**src/rtl/ppm_pkg.sv**
```systemverilog
`timescale 1ns / 1ps

package ppm_pkg;

    localparam int SPRITE_SLOTS_DEF = 8;

    localparam int CFG_ADDR_W = 3;
    localparam int CFG_DATA_W = 3;
    localparam int S_TDATA_W  = 56;
    localparam int S_TUSER_W  = 2;
    localparam int M_TDATA_W  = 16;

    localparam logic [6:0] EMPTY_SLOT  = 7'd64;
    localparam logic [6:0] SPRITE_ZERO = 7'd0;
    localparam logic [7:0] LAST_COLUMN = 8'd255;

    // sprite_flags bit positions
    localparam int FLAG_BEHIND = 5;
    localparam int FLAG_HFLIP  = 6;

    typedef enum logic [1:0] {
        OP_RENDER      = 2'd0,
        OP_BG_TILE     = 2'd1,
        OP_SPRITE_LOAD = 2'd2,
        OP_CLEAR_HIT   = 2'd3
    } t_op;

    typedef enum logic [CFG_ADDR_W-1:0] {
        CFG_BG_ENABLE       = 3'd0,
        CFG_SPRITE_ENABLE   = 3'd1,
        CFG_BG_LEFT_EDGE    = 3'd2,
        CFG_SPRITE_LEFT     = 3'd3,
        CFG_FINE_SCROLL_X   = 3'd4,
        CFG_COLOR_EMPHASIS  = 3'd5
    } t_cfg_reg;

    typedef struct packed {
        t_op        op;
        logic [7:0] column;
        logic [7:0] pattern_low;
        logic [7:0] pattern_high;
        logic [1:0] tile_palette;
        logic [2:0] slot;
        logic [6:0] sprite_index;
        logic [7:0] sprite_column;
        logic [7:0] sprite_flags;
    } t_item;

    typedef struct packed {
        logic       valid;
        logic [2:0] slot;
        logic [6:0] number;
        logic [7:0] column;
        logic [7:0] flags;
        logic [7:0] plane_low;
        logic [7:0] plane_high;
    } t_spr_load;

    typedef struct packed {
        logic       opaque;
        logic [3:0] pix;
        logic       behind;
        logic       zero_hit;
    } t_spr_pick;

endpackage

```
**src/rtl/ppu_pixel_priority_mux.sv**
```systemverilog
`timescale 1ns / 1ps

// Channel    Dir  Handshake               Payload
// s (in)     in   i_s_tvalid/o_s_tready   i_s_tdata (tile, sprite, column), i_s_tuser (op)
// m (out)    out  o_m_tvalid/i_m_tready   o_m_tdata (address, emphasis, hit flag)
// cfg        in   i_cfg_wr_en             i_cfg_addr, i_cfg_wdata
//
// One transaction per cycle while no pixel waits on a stall of m; a pixel result
// follows its input transaction through the input register, then the result register.
// Loads and hit-flag clears give no output transaction.
// Synchronous active-low reset empties both registers, clears the flag, the
// background shifters, config and marks every sprite slot empty.
// A stall on m holds the result and back-pressures s only when a pixel waits.
module ppu_pixel_priority_mux #(
    parameter int SPRITE_SLOTS = ppm_pkg::SPRITE_SLOTS_DEF
) (
    input  logic                          i_clk,
    input  logic                          i_rst_n,
    // from bit 0: column, pattern_low, pattern_high, tile_palette, slot,
    // sprite_index, sprite_column, sprite_flags, zero fill
    input  logic [ppm_pkg::S_TDATA_W-1:0] i_s_tdata,
    // op
    input  logic [ppm_pkg::S_TUSER_W-1:0] i_s_tuser,
    input  logic                          i_s_tvalid,
    output logic                          o_s_tready,
    // from bit 0: color_address, emphasis_out, zero_hit, zero fill
    output logic [ppm_pkg::M_TDATA_W-1:0] o_m_tdata,
    output logic                          o_m_tvalid,
    input  logic                          i_m_tready,
    input  logic                          i_cfg_wr_en,
    input  logic [ppm_pkg::CFG_ADDR_W-1:0] i_cfg_addr,
    input  logic [ppm_pkg::CFG_DATA_W-1:0] i_cfg_wdata
);

    // configuration
    logic       r_bg_en, r_spr_en, r_bg_left, r_spr_left;
    logic [2:0] r_fine_x, r_emphasis;

    // input stage
    logic           r_in_valid, n_in_valid;
    ppm_pkg::t_item r_item, w_item;

    // block state
    logic [15:0] r_bg_lo, r_bg_hi;
    logic [3:0]  r_bg_pair;
    logic        r_zero_hit, n_zero_hit;

    // result stage
    logic       r_out_valid, n_out_valid;
    logic [4:0] r_color;
    logic [2:0] r_emph_out;
    logic       r_hit_out;

    logic                 w_accept, w_fire, w_render;
    logic [3:0]           w_shift, w_bg_idx;
    logic [1:0]           w_bg_pix;
    logic [3:0]           w_bg_color;
    logic [4:0]           w_color;
    logic                 w_left_cols, w_spr_active;
    ppm_pkg::t_spr_load   w_load;
    ppm_pkg::t_spr_pick   w_pick;

    assign w_item = ppm_pkg::t_item'{
        op:            ppm_pkg::t_op'(i_s_tuser[1:0]),
        column:        i_s_tdata[7:0],
        pattern_low:   i_s_tdata[15:8],
        pattern_high:  i_s_tdata[23:16],
        tile_palette:  i_s_tdata[25:24],
        slot:          i_s_tdata[28:26],
        sprite_index:  i_s_tdata[35:29],
        sprite_column: i_s_tdata[43:36],
        sprite_flags:  i_s_tdata[51:44]
    };

    assign w_render   = r_item.op == ppm_pkg::OP_RENDER;
    assign w_fire     = r_in_valid && (!w_render || !r_out_valid || i_m_tready);
    assign o_s_tready = !r_in_valid || w_fire;
    assign w_accept   = i_s_tvalid && o_s_tready;

    always_ff @(posedge i_clk) begin
        if (!i_rst_n) begin
            r_bg_en    <= 1'b0;
            r_spr_en   <= 1'b0;
            r_bg_left  <= 1'b0;
            r_spr_left <= 1'b0;
            r_fine_x   <= 3'd0;
            r_emphasis <= 3'd0;
        end else if (i_cfg_wr_en) begin
            case (ppm_pkg::t_cfg_reg'(i_cfg_addr))
                ppm_pkg::CFG_BG_ENABLE:      r_bg_en    <= i_cfg_wdata[0];
                ppm_pkg::CFG_SPRITE_ENABLE:  r_spr_en   <= i_cfg_wdata[0];
                ppm_pkg::CFG_BG_LEFT_EDGE:   r_bg_left  <= i_cfg_wdata[0];
                ppm_pkg::CFG_SPRITE_LEFT:    r_spr_left <= i_cfg_wdata[0];
                ppm_pkg::CFG_FINE_SCROLL_X:  r_fine_x   <= i_cfg_wdata;
                ppm_pkg::CFG_COLOR_EMPHASIS: r_emphasis <= i_cfg_wdata;
                default: ;
            endcase
        end
    end

    // background pixel: bit (15 - fine_x - column[2:0]) of the shifters;
    // the upper tile's palette applies while that bit sits in the top byte
    always_comb begin
        w_left_cols = r_item.column[7:3] == 5'd0;
        w_shift     = {1'b0, r_fine_x} + {1'b0, r_item.column[2:0]};
        w_bg_idx    = 4'd15 - w_shift;
        w_bg_pix    = {r_bg_hi[w_bg_idx], r_bg_lo[w_bg_idx]};
        if (!r_bg_en || (!r_bg_left && w_left_cols)) begin
            w_bg_pix = 2'd0;
        end
        w_bg_color = {(w_shift[3] ? r_bg_pair[1:0] : r_bg_pair[3:2]), w_bg_pix};
        if (w_bg_pix == 2'd0) begin
            w_bg_color = 4'd0;
        end
        w_spr_active = r_spr_en && (r_spr_left || !w_left_cols);
    end

    assign w_load = ppm_pkg::t_spr_load'{
        valid:      w_fire && r_item.op == ppm_pkg::OP_SPRITE_LOAD,
        slot:       r_item.slot,
        number:     r_item.sprite_index,
        column:     r_item.sprite_column,
        flags:      r_item.sprite_flags,
        plane_low:  r_item.pattern_low,
        plane_high: r_item.pattern_high
    };

    ppm_sprite_bank #(
        .SPRITE_SLOTS (SPRITE_SLOTS)
    ) u_sprites (
        .i_clk       (i_clk),
        .i_rst_n     (i_rst_n),
        .i_load      (w_load),
        .i_column    (r_item.column),
        .i_active    (w_spr_active),
        .i_bg_opaque (w_bg_pix != 2'd0),
        .o_result    (w_pick)
    );

    always_comb begin
        if (w_pick.opaque && (w_bg_pix == 2'd0 || !w_pick.behind)) begin
            w_color = {1'b1, w_pick.pix};
        end else begin
            w_color = {1'b0, w_bg_color};
        end
    end

    always_comb begin
        n_in_valid = r_in_valid;
        if (w_accept) begin
            n_in_valid = 1'b1;
        end else if (w_fire) begin
            n_in_valid = 1'b0;
        end

        n_out_valid = r_out_valid && !i_m_tready;
        if (w_fire && w_render) begin
            n_out_valid = 1'b1;
        end

        n_zero_hit = r_zero_hit;
        if (w_fire) begin
            case (r_item.op)
                ppm_pkg::OP_RENDER:    n_zero_hit = r_zero_hit | w_pick.zero_hit;
                ppm_pkg::OP_CLEAR_HIT: n_zero_hit = 1'b0;
                default: ;
            endcase
        end
    end

    always_ff @(posedge i_clk) begin
        if (!i_rst_n) begin
            r_in_valid  <= 1'b0;
            r_out_valid <= 1'b0;
            r_zero_hit  <= 1'b0;
            r_bg_lo     <= 16'd0;
            r_bg_hi     <= 16'd0;
            r_bg_pair   <= 4'd0;
        end else begin
            r_in_valid  <= n_in_valid;
            r_out_valid <= n_out_valid;
            r_zero_hit  <= n_zero_hit;
            if (w_fire && r_item.op == ppm_pkg::OP_BG_TILE) begin
                r_bg_lo   <= {r_bg_lo[7:0], r_item.pattern_low};
                r_bg_hi   <= {r_bg_hi[7:0], r_item.pattern_high};
                r_bg_pair <= {r_bg_pair[1:0], r_item.tile_palette};
            end
        end
    end

    always_ff @(posedge i_clk) begin
        if (w_accept) begin
            r_item <= w_item;
        end
        if (w_fire && w_render) begin
            r_color    <= w_color;
            r_emph_out <= r_emphasis;
            r_hit_out  <= n_zero_hit;
        end
    end

    assign o_m_tvalid = r_out_valid;
    assign o_m_tdata  = {7'd0, r_hit_out, r_emph_out, r_color};

    a_render_gives_result: assert property (@(posedge i_clk) disable iff (!i_rst_n)
        (w_fire && w_render) |=> r_out_valid)
        else $error("rendered pixel did not reach the result register");

    a_clear_hit: assert property (@(posedge i_clk) disable iff (!i_rst_n)
        (w_fire && r_item.op == ppm_pkg::OP_CLEAR_HIT) |=> !r_zero_hit)
        else $error("hit flag not cleared");

    a_no_hit_last_column: assert property (@(posedge i_clk) disable iff (!i_rst_n)
        (w_fire && w_render && r_item.column == ppm_pkg::LAST_COLUMN)
        |=> (r_zero_hit == $past(r_zero_hit)))
        else $error("hit flag changed at the last column");

    a_result_not_lost: assert property (@(posedge i_clk) disable iff (!i_rst_n)
        (r_out_valid && !i_m_tready) |-> !(w_fire && w_render))
        else $error("pending result overwritten");

endmodule

```
**src/rtl/ppm_sprite_bank.sv**
```systemverilog
`timescale 1ns / 1ps

module ppm_sprite_bank #(
    parameter int SPRITE_SLOTS = ppm_pkg::SPRITE_SLOTS_DEF
) (
    input  logic               i_clk,
    input  logic               i_rst_n,
    input  ppm_pkg::t_spr_load i_load,
    input  logic [7:0]         i_column,
    input  logic               i_active,
    input  logic               i_bg_opaque,
    output ppm_pkg::t_spr_pick o_result
);

    logic [6:0] r_number     [SPRITE_SLOTS];
    logic [7:0] r_column     [SPRITE_SLOTS];
    logic [7:0] r_flags      [SPRITE_SLOTS];
    logic [7:0] r_plane_low  [SPRITE_SLOTS];
    logic [7:0] r_plane_high [SPRITE_SLOTS];

    logic [SPRITE_SLOTS-1:0] w_opaque;
    logic [3:0]              w_pix [SPRITE_SLOTS];

    // slot numbers reset to empty; the other fields only matter once written
    always_ff @(posedge i_clk) begin
        if (!i_rst_n) begin
            for (int i = 0; i < SPRITE_SLOTS; i++) begin
                r_number[i] <= ppm_pkg::EMPTY_SLOT;
            end
        end else begin
            for (int i = 0; i < SPRITE_SLOTS; i++) begin
                if (i_load.valid && int'(i_load.slot) == i) begin
                    r_number[i] <= i_load.number;
                end
            end
        end
    end

    always_ff @(posedge i_clk) begin
        for (int i = 0; i < SPRITE_SLOTS; i++) begin
            if (i_load.valid && int'(i_load.slot) == i) begin
                r_column[i]     <= i_load.column;
                r_flags[i]      <= i_load.flags;
                r_plane_low[i]  <= i_load.plane_low;
                r_plane_high[i] <= i_load.plane_high;
            end
        end
    end

    // per-slot pixel fetch, all slots in parallel
    always_comb begin
        logic [8:0] dx;
        logic [2:0] col_idx;
        logic [2:0] bit_idx;
        logic       covers;
        for (int i = 0; i < SPRITE_SLOTS; i++) begin
            dx      = {1'b0, i_column} - {1'b0, r_column[i]};
            covers  = !dx[8] && (dx[7:3] == 5'd0) && (r_number[i] != ppm_pkg::EMPTY_SLOT);
            col_idx = dx[2:0] ^ {3{r_flags[i][ppm_pkg::FLAG_HFLIP]}};
            bit_idx = 3'd7 - col_idx;
            w_pix[i]    = {r_flags[i][1:0], r_plane_high[i][bit_idx], r_plane_low[i][bit_idx]};
            w_opaque[i] = i_active && covers && (w_pix[i][1:0] != 2'd0);
        end
    end

    // lowest opaque slot wins; a hit by sprite zero counts from any slot
    always_comb begin
        o_result = '0;
        for (int i = SPRITE_SLOTS - 1; i >= 0; i--) begin
            if (w_opaque[i]) begin
                o_result.opaque = 1'b1;
                o_result.pix    = w_pix[i];
                o_result.behind = r_flags[i][ppm_pkg::FLAG_BEHIND];
                if (r_number[i] == ppm_pkg::SPRITE_ZERO && i_bg_opaque
                        && i_column != ppm_pkg::LAST_COLUMN) begin
                    o_result.zero_hit = 1'b1;
                end
            end
        end
    end

    a_opaque_needs_active: assert property (@(posedge i_clk) disable iff (!i_rst_n)
        o_result.opaque |-> i_active)
        else $error("sprite pixel picked while sprite layer inactive");

    a_hit_needs_opaque: assert property (@(posedge i_clk) disable iff (!i_rst_n)
        o_result.zero_hit |-> o_result.opaque)
        else $error("sprite zero hit without an opaque sprite pixel");

    a_hit_conditions: assert property (@(posedge i_clk) disable iff (!i_rst_n)
        o_result.zero_hit |-> (i_bg_opaque && i_column != ppm_pkg::LAST_COLUMN))
        else $error("sprite zero hit without opaque background or at last column");

endmodule

```
**config.mk**
```make
export PLATFORM = sky130hd
export DESIGN_NAME = ppu_pixel_priority_mux
export DESIGN_NICKNAME = d
export VERILOG_FILES = /design/src/rtl/ppm_pkg.sv /design/src/rtl/ppu_pixel_priority_mux.sv /design/src/rtl/ppm_sprite_bank.sv
export SDC_FILE = /design/constraint.sdc
export NUM_CORES = 1
export LEC_CHECK = 0
export ABC_AREA = 1
export BUFFER_PORTS_ARGS = -buffer_cell sky130_fd_sc_hd__buf_2
export CORE_ASPECT_RATIO = 0.75
export CORE_MARGIN = 2
export CORE_UTILIZATION = 55
export DETAILED_ROUTE_END_ITERATION = 7
export GPL_TIMING_DRIVEN = 0
export PLACE_DENSITY = 0.79
export SYNTH_ARGS = -nofsm -noshare
export SYNTH_HDL_FRONTEND = slang
export SYNTH_SLANG_ARGS = --single-unit
export TNS_END_PERCENT = 5
```
**constraint.sdc**
```tcl
create_clock -name i_clk -period 10.2 [get_ports i_clk]
set_input_delay 2.04 -clock i_clk [delete_from_list [all_inputs] [get_ports i_clk]]
set_output_delay 2.04 -clock i_clk [all_outputs]
set_load 0.1 [all_outputs]
```
==> results of run 1 <==
[area by class of cell]
cell class	instances	share of cell area, %
multi-input cells	1076	28.6
clock inverters	25	1.15
clock buffers	45	4.94
flip-flops and latches	388	54.1
inverters	312	5.69
well taps	442	2.68
repair buffers	74	1.97
plain buffers	31	0.880
[layer usage]
| metal | vias to the layer above | part of all wire [%] |
|---|---|---|
| met2 | 567 | 46 |
| met5 | - | 0 |
| met4 | 0 | 3.0 |
| li1 | 6270 | - |
| met3 | 84 | 8.7 |
| met1 | 6159 | 43 |
[per-stage QoR]
step	setup slack, ps	hold WS (ps)
after CTS	5390	430
after global placement	5190	408
after detailed placement	5420	413
final	5390	431
after floorplan	5130	403
after global routing	5360	439
[layout by cell type (no fill, tap or decap), drive strengths merged, types with 2 or more instances in the layout]
| master | count |
|---|---|
| xor2 | 18 |
| xnor2 | 18 |
| ha | 70 |
| nand3 | 131 |
| a31oi | 3 |
| clkinvlp | 5 |
| nor4 | 7 |
| fa | 9 |
| nor2 | 164 |
| a21o | 2 |
| inv | 314 |
| nand2 | 351 |
| a21oi | 95 |
| clkbuf | 61 |
| o21ai | 104 |
| bufinv | 3 |
| nor3b | 2 |
| dfxtp | 49 |
| o22ai | 7 |
| a211oi | 3 |
| nor3 | 14 |
| conb | 7 |
| or2 | 12 |
| o211ai | 29 |
| nand4 | 17 |
| a21boi | 2 |
| edfxtp | 339 |
| nand3b | 3 |
| o21bai | 3 |
| clkinv | 15 |
| buf | 89 |
[worst max-delay path by stage]
stage	cells past startpoint	startpoint	endpoint	slack, ps
after floorplan	2	i_m_tready	o_s_tready	5130
after global placement	9	i_m_tready	u_sprites.r_plane_low[1][21]	5190
after detailed placement	4	i_m_tready	o_s_tready	5420
after CTS	4	i_m_tready	o_s_tready	5390
after global routing	4	i_m_tready	o_s_tready	5360
final	4	i_m_tready	o_s_tready	5390
[registers in the layout (all words and copies together), names as in the netlist, 3 cells and up]
register / cells
u_sprites.r_plane_high: 64
u_sprites.r_flags: 32
u_sprites.r_number: 56
r_bg_lo: 16
r_item: 50
r_bg_hi: 16
r_fine_x: 3
r_color: 5
u_sprites.r_column: 64
r_emphasis: 3
u_sprites.r_plane_low: 64
r_bg_pair: 4
r_emph_out: 3
[report_power, final]
group	leakage [nW]	internal [mW]	switching, mW
Combinational	4.52	0.0815	0.172
Sequential	3.53	1.76	0.0417
Clock	0.607	0.801	0.618
Total	8.65	2.64	0.832
[kinds of logic after synthesis]
group	count (synthesis)	share of synthesized area, %
compound gates	252	7.57
other cells	1	0.0204
xor+xnor	36	1.76
fa+ha+maj	79	5.75
buf+inv	343	7.37
simple gates	702	16.8
flops	388	60.7
[worst max-delay path, stage by stage]
cell	delay, ps
buf_2	80
inv_1	70
nand4_1	130
buf_2	450
==> flow_summary.json, run 1 <==
{
  "drv_slew": 0,
  "ys.flop_type": "edfxtp_1",
  "grt_util_met2_pct": 39.0,
  "regToRegSetupSlack_ps": 5840,
  "grtUsageMet3_pct": 4.06,
  "wirelength_um": 42000,
  "viasPerCell": 5.47,
  "synth.most_common_cell": "edfxtp_1",
  "multi_input_area_mm2": 0.00589,
  "whs_path_depth": 0,
  "ys_seq_elements": 388,
  "grt_pass1_vias": 12800,
  "antenna_found_initial": 0,
  "peakVddDrop_v": 0.000146,
  "io_buffers": 71,
  "r2r-start": "r_item[45]",
  "drc": 0,
  "synth_common_cells": "339 x edfxtp_1, 332 x nand2_1, 296 x inv_1, 161 x nor2_1, 127 x nand3_1",
  "dpl.hpwl_um": 29800,
  "yosys.area.top_type": "edfxtp_1",
  "power_density_mw_per_mm2": 168,
  "busiest_layer": "met2",
  "leakage_nw": 8.65,
  "die-area_mm2": 0.0349,
  "fin_worst_skew_ps": 20.6,
  "worstSetupPathType": "in2out",
  "io_pins": 87,
  "synth.cell_area_mm2": 0.0184,
  "rows": 57,
  "run_status": "complete, no violations",
  "synthCells": 1801,
  "hold_buffers": 0,
  "clkTransAtPathRegs_ps": 60,
  "fin_util_pct": 63.1,
  "area_growth_syn_to_layout_pct": 12.2,
  "dieHeight_um": 162,
  "ys_seq_area_share_pct": 60.7,
  "total_power_mw": 3.47,
  "crit_fanout": 3,
  "hold_end": "r_emph_out[2]",
  "numCtsBuffers": 38,
  "synthArstFlopShare_pct": 0,
  "grt_overflow": 0,
  "synthTopCellsByArea": "edfxtp_1 55%, nand2_1 6.8%, inv_1 6.0%",
  "grt_max_degree": 30,
  "yosys_warnings": 0,
  "cts_resized": 0,
  "design_area_mm2": 0.0206,
  "regArea_mm2": 0.0112,
  "max_cap_viol_count": 0,
  "grt_usage_pct": 24.2,
  "regToRegEndpoint": "r_color[3]",
  "hp-class": "reg2reg",
  "synth_top_area_share_pct": 55.4,
  "finalSetupTns_ps": 0,
  "start_util_pct": 56.3,
  "final_cells": 2393,
  "slew_headroom_pct": 22.3,
  "die_width_um": 215,
  "fin_crit_ps": 4810,
  "htreeDepth": 2,
  "grtUsageMet1_pct": 33.6,
  "clkLatencyLatePin_ps": 550,
  "final_nets": 2069,
  "globalplace.congestion": 0.908,
  "antenna_cells": 0,
  "hold_viol_final": 0,
  "critPathArrivalTime_ps": 2770,
  "synthDistinctLibCells": 52,
  "dpl.cell_count": 2323,
  "place_area_mm2": 0.0194,
  "post_drt_wl_per_cell_um": 17.6,
  "fill_cells": 2522,
  "fin_crit_sh_pct": 47.2,
  "cts_tree": "done",
  "r2r_cells": 20,
  "worstHoldStart": "r_emphasis[2]",
  "worstMarginPinSlew_ps": 1160,
  "endpoint_kind": "output pin",
  "rsz0062_at_grt": "false",
  "ctsRootBufferMaster": "clkbuf_16",
  "core-area_mm2": 0.0327,
  "dr.first_iter.drc_count": 1162,
  "critical_path_required_ps": 8160,
  "num_vias": 13100,
  "synth-edff-count": 339,
  "critPathLaunchType": "input port",
  "post_synth.cell_area_avg_um2": 10.2,
  "setup_violations": 0,
  "cts.sinks": 388,
  "grt_pass1_wl_um": 65500,
  "clock_path_buffers": 3,
  "drive_above_1_share_pct": 10.5,
  "detail-route-antenna-nets": 0,
  "postCtsSetupBuffers": 0,
  "drtPass1Iterations": 5,
  "fmax_mhz": 208
}
No activity file was read; power rests on OpenSTA's default activity.
==> inputs of run 2 (changes only) <==
Settings changed: ABC_AREA 1 to 0, PLACE_DENSITY 0.79 to 0.81.
Clock period 10.2 ns to 4.4 ns, I/O delays scaled along.
==> run 2 against run 1 <==
  * The run now ends with setup timing left
  * Sequential share of layout area shrank 0.90 points
  * Register-to-register slack got worse by 6000 ps
  * Synthesized cell count decreased by 26%
  * Clock skew grew 11 ps
  * Final cell count down 19%
  * First-iteration DRC count is 8.8% higher
  * Highest routed layer unchanged
==> flow_summary.json, run 2 <==
{
  "fin_crit_ps": 4540,
  "clock_path_buffers": 3,
  "synthCells": 1329,
  "p_seq_share_pct": 52.9,
  "max_cap_viol_count": 0,
  "reg.largest.list": "u_sprites.r_column (64), u_sprites.r_plane_high (64), u_sprites.r_plane_low (64)",
  "hold_buffers": 0,
  "ctsRootBufferMaster": "clkbuf_16",
  "synth-edff-count": 339,
  "mostFrequentLayoutCells": "339 x edfxtp_1, 126 x nand2_1, 103 x inv_1",
  "power_density_mw_per_mm2": 376,
  "wirelength_um": 43000,
  "post_drt_wl_per_cell_um": 22.2,
  "clkLatencyLatePin_ps": 570,
  "die_width_um": 215,
  "synthDistinctLibCells": 85,
  "total_power_mw": 7.87,
  "crit_path_cell_trace": "clkinvlp_4 > ha_4 > inv_1 > fa_1 > buf_6 > mux4_2 > mux4_2 > o2111ai_4 > buf_4 > buf_4 > nor2_1 > a311o_1 > nand4_2 > a21oi_4 > mux2_4",
  "viasPerCell": 6.07,
  "peakVddDrop_v": 0.000383,
  "rsz0062_at_grt": "true",
  "num_vias": 11800,
  "hp-class": "reg2reg",
  "switching_power_mw": 1.84,
  "clkTransAtPathRegs_ps": 70,
  "run_status": "complete, but fails checks",
  "finalSetupTns_ps": -599,
  "antenna_found_initial": 0,
  "detail-route-antenna-nets": 0,
  "ys_seq_area_share_pct": 60.6,
  "fin_crit_sh_pct": 103,
  "grt_pass1_vias": 12000,
  "post_synth.cell_area_avg_um2": 13.9,
  "ys_seq_elements": 388,
  "globalplace.congestion": 0.872,
  "drv_slew": 0,
  "synth_top_area_share_pct": 55.3,
  "violations": "setup timing",
  "setup_violations": 5,
  "switching_share_pct": 23.3,
  "antenna_cells": 0,
  "intPower_mw": 6.04,
  "grt_overflow": 0,
  "layout_commonest_cell": "edfxtp_1",
  "r2r_cells": 15,
  "endpoint_kind": "register",
  "dr.first_iter.drc_count": 1264,
  "dpl.hpwl_um": 29400,
  "synth_common_cells": "339 x edfxtp_1, 126 x nand2_1, 104 x inv_1, 87 x nor2_1, 70 x ha_1",
  "critical_path_required_ps": 4700,
  "setup_slack_ps": -137,
  "fin_worst_skew_ps": 31.2,
  "fmax_mhz": 220,
  "synth.cell_area_mm2": 0.0184,
  "yosys_warnings": 0,
  "clkPwrFrac_pct": 40.1,
  "slowest_stage": "mux4_2",
  "critPathArrivalTime_ps": 4840,
  "die-area_mm2": 0.0350,
  "slew_headroom_pct": 18.1,
  "htreeDepth": 2,
  "yosys.area.top_type": "edfxtp_1",
  "synth.most_common_cell": "edfxtp_1",
  "crit_fanout": 8,
  "core-area_mm2": 0.0332,
  "worstMarginPinSlew_ps": 1230,
  "whs_path_depth": 0,
  "io_pins": 87,
  "grt_pass1_wl_um": 65700,
  "synthTopCellsByArea": "edfxtp_1 55%, mux4_2 7.7%, dfxtp_1 5.3%",
  "rows": 58,
  "drive_above_1_share_pct": 18.7,
  "p_comb_share_pct": 7.0,
  "grt_usage_pct": 24.8,
  "drtPass1Iterations": 8,
  "ys.flop_type": "edfxtp_1",
  "start_util_pct": 55.4,
  "critPathLaunchType": "register",
  "cts_tree": "done",
  "max_stage_delay_ps": 550,
  "worstSetupPathType": "reg2reg",
  "area_growth_syn_to_layout_pct": 13.8,
  "drc": 0,
  "synthArstFlopShare_pct": 0,
  "leakage_nw": 7.65,
  "final_nets": 1610,
  "dieHeight_um": 163,
  "numCtsBuffers": 38,
  "fill_cells": 2434,
  "io_buffers": 70,
  "hold_viol_final": 0,
  "grt_max_degree": 30,
  "cts.sinks": 388
}
[run 2: changes by cell type after synthesis, sizes merged, moves of 24 or more]
cell    delta
a21boi    +36
inv      -206
nand3    -111
nand2    -225
nor2      -77
a21oi     -49
nor2b     +24
mux2i     +43
mux4      +71
o21ai     -79
[run 2: path summary, 6_finish.rpt]
kind | startpoint | to | slack (ps)
max reg2reg | r_item[44] | r_color[2] | -140
min reg2reg | r_emphasis[0] | r_emph_out[0] | 430
max | r_item[44] | r_color[2] | -140
min | r_emphasis[0] | r_emph_out[0] | 430
[run 2: layer usage]
layer  vias up  global-route usage [%]  share of wire (%)
met1      5835                    35.4                 43
met2       569                    39.0                 45
met3        85                    5.08                9.7
met4         0                    7.24                2.6
li1       5280                       -                  -
met5         -                       0                  0
[run 2: per-stage QoR]
stage                     util, %  hold WS [ps]  instances  setup WS (ps)  area, um2
after floorplan                 -           408       1335            104      18400
after global placement       58.2           414       1855          -1290      19400
after detailed placement     58.5           421       1857           -974      19400
after CTS                    62.5           440       1934          -9.80      20800
after global routing         63.1           453       1940           -199      21000
final                        63.1           435       1940           -137      21000
[run 2: layout make-up]
type                            instances  area, um2  share of cell area (%)
Buffer                                 49        267                    1.27
Tap cell                              450        563                    2.69
Inverter                              107        405                    1.93
Multi-Input combinational cell        790       6880                    32.8
Timing Repair Buffer                   88        510                    2.44
Clock buffer                           50        996                    4.75
Sequential cell                       388      11200                    53.2
Clock inverter                         18        180                   0.859
[run 2: cell families after synthesis]
logic type	Yosys count	share of synthesized area [%]
multiplexers	121	11.6
XOR/XNOR	22	1.24
adder cells (fa/ha/maj)	79	5.73
AO/OA/AOI/OAI	199	7.56
buffers and inverters	157	3.52
flip-flops	388	60.6
other	1	0.0204
AND/OR/NAND/NOR	362	9.70
[run 2: timing repair]
action | in CTS | in global routing
pin swaps | 7 | 11
setup endpoints to repair | 7 | 7
buffers inserted | 10 | 6
gates resized for setup | 25 | 25
cloned | 0 | 0
[run 2: power by group through the flow]
stage	logic (mW)	clock network (mW)	registers (mW)
after floorplan	0.375	0	4.20
after global placement	0.491	0	4.24
after detailed placement	0.518	0	4.24
after CTS	0.540	3.18	4.16
after global routing	0.598	3.32	4.17
final	0.554	3.15	4.17
[run 2: worst max-delay path, delay by kind of cell, from the launching register on]
family | cells | cell delay (ps)
compound gates | 3 | 750
flops | 1 | 470
buf+inv | 5 | 770
mux | 3 | 1410
simple gates | 2 | 160
fa+ha+maj | 2 | 710
